### src/sv/kmdr_pkg.sv
// ----------------------------------------------------------------------------
// Key matrix debounce package
// Shared constants for the key matrix debounce and release detector.
// ----------------------------------------------------------------------------
package kmdr_pkg;

  localparam int unsigned COLUMNS_DEFAULT = 5;
  localparam int unsigned ROWS_DEFAULT    = 3;

  localparam int unsigned COL_IN_W   = 3;
  localparam int unsigned ROWS_IN_W  = 3;
  localparam int unsigned LIMIT_W    = 4;
  localparam int unsigned CODE_W     = 6;
  localparam int unsigned TDATA_W    = 8;

  localparam logic [LIMIT_W-1:0] LIMIT_RESET = 4'd5;

  // Depth of the queue between the update front and the event back.
  localparam int unsigned QUEUE_DEPTH = 2;

endpackage

### src/sv/kmdr_queue.sv
// ----------------------------------------------------------------------------
// Release queue
// Small FIFO carrying the column and release mask of one sample.
// ----------------------------------------------------------------------------
module kmdr_queue #(
  parameter int unsigned WIDTH = 6
) (
  input  logic             clk,
  input  logic             rst,
  input  logic             push,
  input  logic [WIDTH-1:0] push_data,
  output logic             full,
  input  logic             pop,
  output logic [WIDTH-1:0] pop_data,
  output logic             not_empty
);

  localparam int unsigned DEPTH = kmdr_pkg::QUEUE_DEPTH;
  localparam int unsigned PTR_W = (DEPTH > 1) ? $clog2(DEPTH) : 1;
  localparam int unsigned CNT_W = $clog2(DEPTH + 1);

  logic [WIDTH-1:0] entries [DEPTH];
  logic [PTR_W-1:0] wr_ptr;
  logic [PTR_W-1:0] rd_ptr;
  logic [CNT_W-1:0] count;

  assign full      = (count == CNT_W'(DEPTH));
  assign not_empty = (count != '0);
  assign pop_data  = entries[rd_ptr];

  always_ff @(posedge clk) begin
    if (push && !full) begin
      entries[wr_ptr] <= push_data;
    end
  end

  always_ff @(posedge clk) begin
    if (rst) begin
      wr_ptr <= '0;
      rd_ptr <= '0;
      count  <= '0;
    end else begin
      if (push && !full) begin
        wr_ptr <= (wr_ptr == PTR_W'(DEPTH - 1)) ? '0 : wr_ptr + 1'b1;
      end
      if (pop && not_empty) begin
        rd_ptr <= (rd_ptr == PTR_W'(DEPTH - 1)) ? '0 : rd_ptr + 1'b1;
      end
      unique case ({push && !full, pop && not_empty})
        2'b10:   count <= count + 1'b1;
        2'b01:   count <= count - 1'b1;
        default: count <= count;
      endcase
    end
  end

endmodule

### src/sv/kmdr_front.sv
// ----------------------------------------------------------------------------
// Debounce front
// Accepts column samples, updates the per-key debounce state of every row
// of the sampled column and queues the mask of keys released by the sample.
// ----------------------------------------------------------------------------
module kmdr_front #(
  parameter int unsigned COLUMNS = kmdr_pkg::COLUMNS_DEFAULT,
  parameter int unsigned ROWS    = kmdr_pkg::ROWS_DEFAULT
) (
  input  logic                              clk,
  input  logic                              rst,
  input  logic                              cfg_we,
  input  logic [kmdr_pkg::LIMIT_W-1:0]      cfg_wdata,
  input  logic                              in_valid,
  output logic                              in_ready,
  input  logic [kmdr_pkg::COL_IN_W-1:0]     column_index,
  input  logic [kmdr_pkg::ROWS_IN_W-1:0]    pressed_rows,
  output logic                              push,
  output logic [kmdr_pkg::COL_IN_W+ROWS-1:0] push_data,
  input  logic                              queue_full
);

  localparam int unsigned COL_IW = (COLUMNS > 1) ? $clog2(COLUMNS) : 1;

  logic [kmdr_pkg::LIMIT_W-1:0] limit;
  logic [kmdr_pkg::LIMIT_W-1:0] counts [ROWS][COLUMNS];
  logic                         held   [ROWS][COLUMNS];

  logic            accept;
  logic            col_ok;
  logic [4:0]      col_ext;
  logic [COL_IW-1:0] col_idx;
  logic [ROWS-1:0] pressed;
  logic [ROWS-1:0] release_mask;

  assign in_ready = !queue_full;
  assign accept   = in_valid && in_ready;
  assign col_ext  = {2'b00, column_index};
  assign col_ok   = (col_ext < 5'(COLUMNS));
  assign col_idx  = col_ext[COL_IW-1:0];

  // Rows beyond the width of the sample always read as unpressed.
  always_comb begin
    for (int r = 0; r < ROWS; r++) begin
      if (r < kmdr_pkg::ROWS_IN_W) begin
        pressed[r] = pressed_rows[r];
      end else begin
        pressed[r] = 1'b0;
      end
      release_mask[r] = !pressed[r] && held[r][col_idx];
    end
  end

  assign push      = accept && col_ok && (release_mask != '0);
  assign push_data = {release_mask, column_index};

  always_ff @(posedge clk) begin
    if (rst) begin
      limit <= kmdr_pkg::LIMIT_RESET;
      for (int r = 0; r < ROWS; r++) begin
        for (int c = 0; c < COLUMNS; c++) begin
          counts[r][c] <= '0;
          held[r][c]   <= 1'b0;
        end
      end
    end else begin
      if (cfg_we) begin
        limit <= cfg_wdata;
      end
      if (accept && col_ok) begin
        for (int r = 0; r < ROWS; r++) begin
          if (pressed[r]) begin
            if (counts[r][col_idx] < limit) begin
              counts[r][col_idx] <= counts[r][col_idx] + 1'b1;
            end else begin
              held[r][col_idx] <= 1'b1;
            end
          end else begin
            counts[r][col_idx] <= '0;
            held[r][col_idx]   <= 1'b0;
          end
        end
      end
    end
  end

endmodule

### src/sv/kmdr_back.sv
// ----------------------------------------------------------------------------
// Release event back
// Takes queued release masks and emits one key code per cycle while the output
// is not stalled, in ascending row order through an output register.
// ----------------------------------------------------------------------------
module kmdr_back #(
  parameter int unsigned ROWS = kmdr_pkg::ROWS_DEFAULT
) (
  input  logic                               clk,
  input  logic                               rst,
  input  logic                               queue_valid,
  input  logic [kmdr_pkg::COL_IN_W+ROWS-1:0] queue_data,
  output logic                               pop,
  output logic                               out_valid,
  input  logic                               out_ready,
  output logic [kmdr_pkg::CODE_W-1:0]        key_code,
  output logic                               last_in_run
);

  localparam int unsigned ROW_W = (ROWS > 1) ? $clog2(ROWS) : 1;

  logic                           busy;
  logic [kmdr_pkg::COL_IN_W-1:0]  col;
  logic [ROWS-1:0]                mask;
  logic [ROWS-1:0]                mask_next;
  logic [ROW_W-1:0]               sel;
  logic                           out_free;
  logic [kmdr_pkg::CODE_W-1:0]    code_next;

  assign out_free = !out_valid || out_ready;
  assign pop      = !busy && queue_valid;

  // Lowest pending row.
  always_comb begin
    sel = '0;
    for (int r = ROWS - 1; r >= 0; r--) begin
      if (mask[r]) begin
        sel = ROW_W'(r);
      end
    end
    mask_next      = mask;
    mask_next[sel] = 1'b0;
    code_next      = kmdr_pkg::CODE_W'((32'(sel) << 4) | 32'(col));
  end

  always_ff @(posedge clk) begin
    if (busy && out_free) begin
      key_code    <= code_next;
      last_in_run <= (mask_next == '0);
    end
    if (pop) begin
      col <= queue_data[kmdr_pkg::COL_IN_W-1:0];
    end
  end

  always_ff @(posedge clk) begin
    if (rst) begin
      busy      <= 1'b0;
      mask      <= '0;
      out_valid <= 1'b0;
    end else begin
      if (busy && out_free) begin
        out_valid <= 1'b1;
      end else if (out_ready) begin
        out_valid <= 1'b0;
      end
      if (pop) begin
        busy <= 1'b1;
        mask <= queue_data[kmdr_pkg::COL_IN_W+ROWS-1:kmdr_pkg::COL_IN_W];
      end else if (busy && out_free) begin
        mask <= mask_next;
        if (mask_next == '0) begin
          busy <= 1'b0;
        end
      end
    end
  end

endmodule

### src/sv/key_matrix_debounce_release.sv
// A sample's release events pass through the release queue, the event stage's
// mask register and the output register, then leave one per cycle while m_tready
// is high. Throughput: one sample per cycle while the two-entry release queue
// has room; the event stage takes a new sample only after its last event is out.
// Samples that release nothing never enter the queue.
// Reset clears all debounce counts and held flags and sets the limit to 5.
// ----------------------------------------------------------------------------
// Key matrix debounce and release detector
// Debounces column samples of a key matrix and emits release key codes.
// ----------------------------------------------------------------------------
module key_matrix_debounce_release #(
  parameter int unsigned COLUMNS = kmdr_pkg::COLUMNS_DEFAULT,
  parameter int unsigned ROWS    = kmdr_pkg::ROWS_DEFAULT
) (
  input  logic                          clk,
  input  logic                          rst,
  input  logic                          cfg_we,
  input  logic [kmdr_pkg::LIMIT_W-1:0]  cfg_wdata,
  input  logic                          s_tvalid,
  output logic                          s_tready,
  // [2:0] column_index, [5:3] pressed_rows, [7:6] zero
  input  logic [kmdr_pkg::TDATA_W-1:0]  s_tdata,
  output logic                          m_tvalid,
  input  logic                          m_tready,
  // [5:0] key_code, [7:6] zero
  output logic [kmdr_pkg::TDATA_W-1:0]  m_tdata,
  output logic                          m_tlast
);

  localparam int unsigned QW = kmdr_pkg::COL_IN_W + ROWS;

  logic          push;
  logic [QW-1:0] push_data;
  logic          queue_full;
  logic          pop;
  logic [QW-1:0] pop_data;
  logic          queue_valid;
  logic [kmdr_pkg::CODE_W-1:0] key_code;

  kmdr_front #(
    .COLUMNS (COLUMNS),
    .ROWS    (ROWS)
  ) u_front (
    .clk          (clk),
    .rst          (rst),
    .cfg_we       (cfg_we),
    .cfg_wdata    (cfg_wdata),
    .in_valid     (s_tvalid),
    .in_ready     (s_tready),
    .column_index (s_tdata[2:0]),
    .pressed_rows (s_tdata[5:3]),
    .push         (push),
    .push_data    (push_data),
    .queue_full   (queue_full)
  );

  kmdr_queue #(
    .WIDTH (QW)
  ) u_queue (
    .clk       (clk),
    .rst       (rst),
    .push      (push),
    .push_data (push_data),
    .full      (queue_full),
    .pop       (pop),
    .pop_data  (pop_data),
    .not_empty (queue_valid)
  );

  kmdr_back #(
    .ROWS (ROWS)
  ) u_back (
    .clk         (clk),
    .rst         (rst),
    .queue_valid (queue_valid),
    .queue_data  (pop_data),
    .pop         (pop),
    .out_valid   (m_tvalid),
    .out_ready   (m_tready),
    .key_code    (key_code),
    .last_in_run (m_tlast)
  );

  assign m_tdata = {2'b00, key_code};

endmodule
### config.mk
export PLATFORM = sky130hd
export DESIGN_NAME = key_matrix_debounce_release
export DESIGN_NICKNAME = d
export VERILOG_FILES = /design/src/sv/kmdr_pkg.sv /design/src/sv/kmdr_queue.sv /design/src/sv/kmdr_front.sv /design/src/sv/kmdr_back.sv /design/src/sv/key_matrix_debounce_release.sv
export SDC_FILE = /design/constraint.sdc
export NUM_CORES = 1
export LEC_CHECK = 0
export ABC_AREA = 1
export BUFFER_PORTS_ARGS = -buffer_cell sky130_fd_sc_hd__buf_2
export CAP_MARGIN = 0
export CORE_ASPECT_RATIO = 1.5
export CORE_UTILIZATION = 35
export DETAILED_ROUTE_END_ITERATION = 10
export PLACE_DENSITY = 0.48
export SYNTH_ARGS = -nofsm -noshare
export SYNTH_HDL_FRONTEND = slang
export SYNTH_SLANG_ARGS = --single-unit
### constraint.sdc
create_clock -name clk -period 2.4 [get_ports clk]
set_input_delay 0.12 -clock clk [delete_from_list [all_inputs] [get_ports clk]]
set_output_delay 0.12 -clock clk [all_outputs]
set_load 0.01 [all_outputs]
==> report_table.html <==
<table>
<tr><th>Metric</th><th>Value</th></tr>
<tr><th colspan="2">Status</th></tr>
<tr><td>Run status</td><td>finished clean</td></tr>
<tr><th colspan="2">Global routing</th></tr>
<tr><td>Global Route met1 Usage</td><td>0.1931</td></tr>
<tr><td>Met2 GRT Util</td><td>0.3362</td></tr>
<tr><td>Total global-route track usage</td><td>0.1759</td></tr>
<tr><td>GRT Residual Overflow</td><td>0</td></tr>
<tr><td>Largest net degree at the start of global routing</td><td>23</td></tr>
<tr><td>Wire length of the first global-routing pass</td><td>21290 microns</td></tr>
<tr><td>Busiest grt layer</td><td>met2</td></tr>
<tr><td>Antenna violations before repair</td><td>0</td></tr>
<tr><td>Number of global-route vias before repair</td><td>4101</td></tr>
<tr><td>Met3 demand-to-capacity share in global routing</td><td>0.02639</td></tr>
<tr><th colspan="2">Timing</th></tr>
<tr><td>Final worst path period share</td><td>0.8966</td></tr>
<tr><td>Setup ws final</td><td>approximately 0.25 ns</td></tr>
<tr><td>Total count of max-transition violations in the final report</td><td>0</td></tr>
<tr><td>Relative slew margins</td><td>0.6488</td></tr>
<tr><td>Final min period</td><td>around 2.2 ns</td></tr>
<tr><td>Transition time at the pin with the least slew margin</td><td>0.5268 ns</td></tr>
<tr><td>Setup-failing EPs final</td><td>0</td></tr>
<tr><td>Fin Clk Skew</td><td>between 0.01 and 0.015 ns</td></tr>
<tr><td>Unrepaired setup endpoints after global routing</td><td>no</td></tr>
<tr><td>Achievable Freq</td><td>about 0.46 GHz</td></tr>
<tr><td>Number of hold violations in the final report</td><td>0</td></tr>
<tr><td>Total Neg Setup Slack</td><td>0 ns</td></tr>
<tr><th colspan="2">Synthesis</th></tr>
<tr><td>Largest cells by area after synthesis</td><td>edfxtp_1, nand2_1, nor2_1</td></tr>
<tr><td>Netlist cell types</td><td>38</td></tr>
<tr><td>Number of cells produced by synthesis</td><td>577</td></tr>
<tr><td>Prevailing post-synth register cell</td><td>edfxtp_1</td></tr>
<tr><td>Most numerous cell in the Yosys netlist</td><td>nand2_1</td></tr>
<tr><td>Area share of the largest cell type after synthesis</td><td>0.5248</td></tr>
<tr><td>Sequential area share after synthesis</td><td>0.5759</td></tr>
<tr><td>Top cells by instance count after synthesis</td><td>nand2_1, nor2_1, edfxtp_1</td></tr>
<tr><td>Count of yosys warnings during synthesis</td><td>0</td></tr>
<tr><td>Post-Syn Area per Cell</td><td>between 9 and 10 sq um</td></tr>
<tr><td>Count of flip-flops with a built-in enable after synthesis</td><td>96</td></tr>
<tr><td>Synthesized cell area</td><td>approximately 0.0055 sq mm</td></tr>
<tr><td>FF+latch count, synth</td><td>110</td></tr>
<tr><td>Cell taking the most area after synthesis</td><td>edfxtp_1</td></tr>
<tr><td>Proportion of synthesized flip-flops having asynchronous set or reset</td><td>0</td></tr>
<tr><th colspan="2">Detailed routing</th></tr>
<tr><td>DRT Pass-1 Iters</td><td>5</td></tr>
<tr><td>Routed length per instance</td><td>between 15 and 20 microns</td></tr>
<tr><td>Number of routed nets with antenna violations</td><td>0</td></tr>
<tr><td>DRC violation count after routing</td><td>0</td></tr>
<tr><td>Vias after detailed routing</td><td>around 4200</td></tr>
<tr><td>Number of DRC violations after detailed-routing iteration 0</td><td>roughly 270</td></tr>
<tr><td>Drt total wl</td><td>between 10000 and 15000 microns</td></tr>
<tr><td>DR vias/cell</td><td>between 4 and 5</td></tr>
<tr><th colspan="2">Placed design</th></tr>
<tr><td>Worst slack at placement</td><td>-0.06463 ns</td></tr>
<tr><td>Gp weighted congestion</td><td>0.7919</td></tr>
<tr><td>Placed wire-length estimate</td><td>roughly 11000 microns</td></tr>
<tr><td>Port-buffer cells</td><td>22</td></tr>
<tr><th colspan="2">CTS</th></tr>
<tr><td>H-tree depth</td><td>3</td></tr>
<tr><td>CTS tree</td><td>yes</td></tr>
<tr><td>Clock latency of the later-clocked register in the worst-skew pair</td><td>approximately 0.36 ns</td></tr>
<tr><td>Number of setup buffers added after CTS</td><td>0</td></tr>
<tr><td>Number of sinks on the clock net</td><td>110</td></tr>
<tr><td>Total clock buffers created by CTS</td><td>9</td></tr>
<tr><td>Buffer levels on the longest clock path</td><td>2</td></tr>
<tr><td>Clock-pin slew on the worst setup and hold paths</td><td>around 0.070 ns</td></tr>
<tr><td>Clock tree root driver cell</td><td>clkbuf_16</td></tr>
<tr><th colspan="2">Worst hold path</th></tr>
<tr><td>Hold path startpoint</td><td>cfg_we</td></tr>
<tr><td>Hold Path Depth</td><td>2</td></tr>
<tr><td>HP Class</td><td>in -&gt; reg</td></tr>
<tr><th colspan="2">Pwr</th></tr>
<tr><td>Cell area power density</td><td>approximately 720 mW/mm^2</td></tr>
<tr><td>Max VDD drop</td><td>around 0.00032 V</td></tr>
<tr><td>Total power draw</td><td>around 0.0047 W</td></tr>
<tr><td>Leakage power figure</td><td>about 2.8 nW</td></tr>
<tr><th colspan="2">Setup path</th></tr>
<tr><td>Highest net fanout along the worst path</td><td>6</td></tr>
<tr><td>Endpoint class of the critical path</td><td>register</td></tr>
<tr><td>Critical path data arrival time</td><td>2.20 ns</td></tr>
<tr><td>Critical Path Start Type</td><td>register</td></tr>
<tr><td>Worst reg2reg startpoint</td><td>u_front.counts[0][19]</td></tr>
<tr><td>Worst EP required</td><td>between 2 and 2.5 ns</td></tr>
<tr><td>Launching instance or port of the critical path</td><td>u_front.counts[0][19]</td></tr>
<tr><td>Reg2Reg Depth</td><td>7</td></tr>
<tr><td>Crit path kind</td><td>reg -&gt; reg</td></tr>
<tr><th colspan="2">Floorplan</th></tr>
<tr><td>FP Rows</td><td>55</td></tr>
<tr><td>Vertical extent of the die</td><td>approximately 160 microns</td></tr>
<tr><td>Core Area</td><td>0.01521 sq mm</td></tr>
<tr><td>Die Wd</td><td>104.3 microns</td></tr>
<tr><td>Starting utilization of the core area</td><td>0.3612</td></tr>
<tr><td>Ports</td><td>28</td></tr>
<tr><td>Overall die area</td><td>around 0.016 sq mm</td></tr>
<tr><th colspan="2">Job</th></tr>
<tr><td>Count of max-cap constraint violations</td><td>0</td></tr>
<tr><th colspan="2">Layout</th></tr>
<tr><td>Number of nets in the finished design</td><td>679</td></tr>
<tr><td>Layout area overhead</td><td>18.50%</td></tr>
<tr><td>Finished Core Util</td><td>0.4280</td></tr>
<tr><td>Fraction of layout instances using a drive strength above 1</td><td>0.1927</td></tr>
<tr><td>Layout filler cell count</td><td>about 1500</td></tr>
<tr><td>Count of antenna diodes in the layout</td><td>0</td></tr>
</table>
-- through the flow --
stage / std cells / hold slack (ns) / cell area, sq um
final: 853 / 0.02854 / 6509
after global routing: 853 / 0.04473 / 6509
after CTS: 853 / 0.02255 / 6509
after detailed placement: 835 / 0.3499 / 6197
after global placement: 835 / 0.3356 / 6197
after floorplan: 579 / 0.2189 / 5500
-- cells in the final DEF (no fill, tap or decap), types with 2 or more instances in the layout --
| master | count |
|---|---|
| ha_1 | 13 |
| o221ai_1 | 2 |
| clkbuf_16 | 9 |
| buf_2 | 22 |
| buf_4 | 58 |
| nor3_1 | 3 |
| mux2_2 | 4 |
| conb_1 | 3 |
| nand2_2 | 2 |
| buf_12 | 2 |
| nand4_1 | 20 |
| and3_1 | 2 |
| dfxtp_1 | 14 |
| nand4_2 | 8 |
| nand2_1 | 128 |
| o21ai_0 | 13 |
| o21ai_1 | 6 |
| nand3_1 | 33 |
| inv_8 | 2 |
| dlygate4sd3_1 | 2 |
| a21oi_1 | 15 |
| mux2i_1 | 2 |
| nor2_1 | 101 |
| xor2_2 | 3 |
| inv_1 | 54 |
| inv_2 | 5 |
| edfxtp_1 | 96 |
| a31oi_1 | 15 |
| xnor2_1 | 2 |
-- logic make-up (layout without fill, tap and decap cells) --
kind of cell,count (synthesis),count (layout),synth area share
compound gates,54,54,0.05672
mux,6,6,0.01184
fa+ha+maj,13,13,0.02961
simple gates,302,302,0.2456
other cells,1,3,0.0006827
flops,110,110,0.5759
buf+inv,85,160,0.06606
xor+xnor,6,6,0.01367
-- metal layers --
| metal | part of all wire | vias up | wire (microns) |
|---|---|---|---|
| met5 | 0 | - | 0 |
| met4 | 0.024 | 0 | 322 |
| met3 | 0.034 | 19 | 467 |
| met2 | 0.55 | 88 | 7500 |
| met1 | 0.39 | 2021 | 5377 |
| li1 | - | 2091 | - |
-- worst max-delay path, stage by stage (launching register included) --
cell and delay (ns):
edfxtp_1 0.36, o21ai_0 0.24, o2111ai_2 0.18, ha_1 0.32, nand2_1 0.09, and3_1 0.29
nand4_1 0.18, nand2_1 0.20
-- sequential cells by signal, indices dropped and copies added (netlist names), named ones only --
register            count
u_back.key_code         5
u_front.held           15
u_queue.entries        12
u_queue.wr_ptr          1
u_queue.rd_ptr          1
u_front.limit           4
u_back.last_in_run      1
u_back.busy             1
u_back.out_valid        1
u_back.mask             3
u_queue.count           2
u_front.counts         60
u_back.col              3
-- final timing paths --
| check | end | slack (ns) |
|---|---|---|
| min | u_front.limit[2] | 0.03 |
| min reg2reg | u_back.key_code[1] | 0.42 |
| max | u_front.counts[0][15] | 0.25 |
| max reg2reg | u_front.counts[0][15] | 0.25 |
-- where the power goes --
part	internal, W	leakage (nW)	total (W)	switching, W
registers	0.00227	1.08	0.00237	0.0000941
logic	0.000302	1.59	0.000837	0.000535
clock network	0.000752	0.143	0.00147	0.000718
-- what timing repair did --
item,in CTS,in global routing
hold buffers,2,0
gates resized for setup,0,0
endpoints found under the hold margin,2,0
-- final cells by class --
| type | count | area (sq um) | share of cell area |
|---|---|---|---|
| Clock buffer | 10 | 239.0 | 0.03672 |
| Tap cell | 199 | 249.0 | 0.03825 |
| Multi-Input combinational cell | 384 | 1974 | 0.3033 |
| Clock inverter | 6 | 52.55 | 0.008074 |
| Sequential cell | 110 | 3163 | 0.4860 |
| Timing Repair Buffer | 84 | 605.6 | 0.09304 |
| Inverter | 60 | 225.2 | 0.03460 |
(Power assumes the default switching activity.)
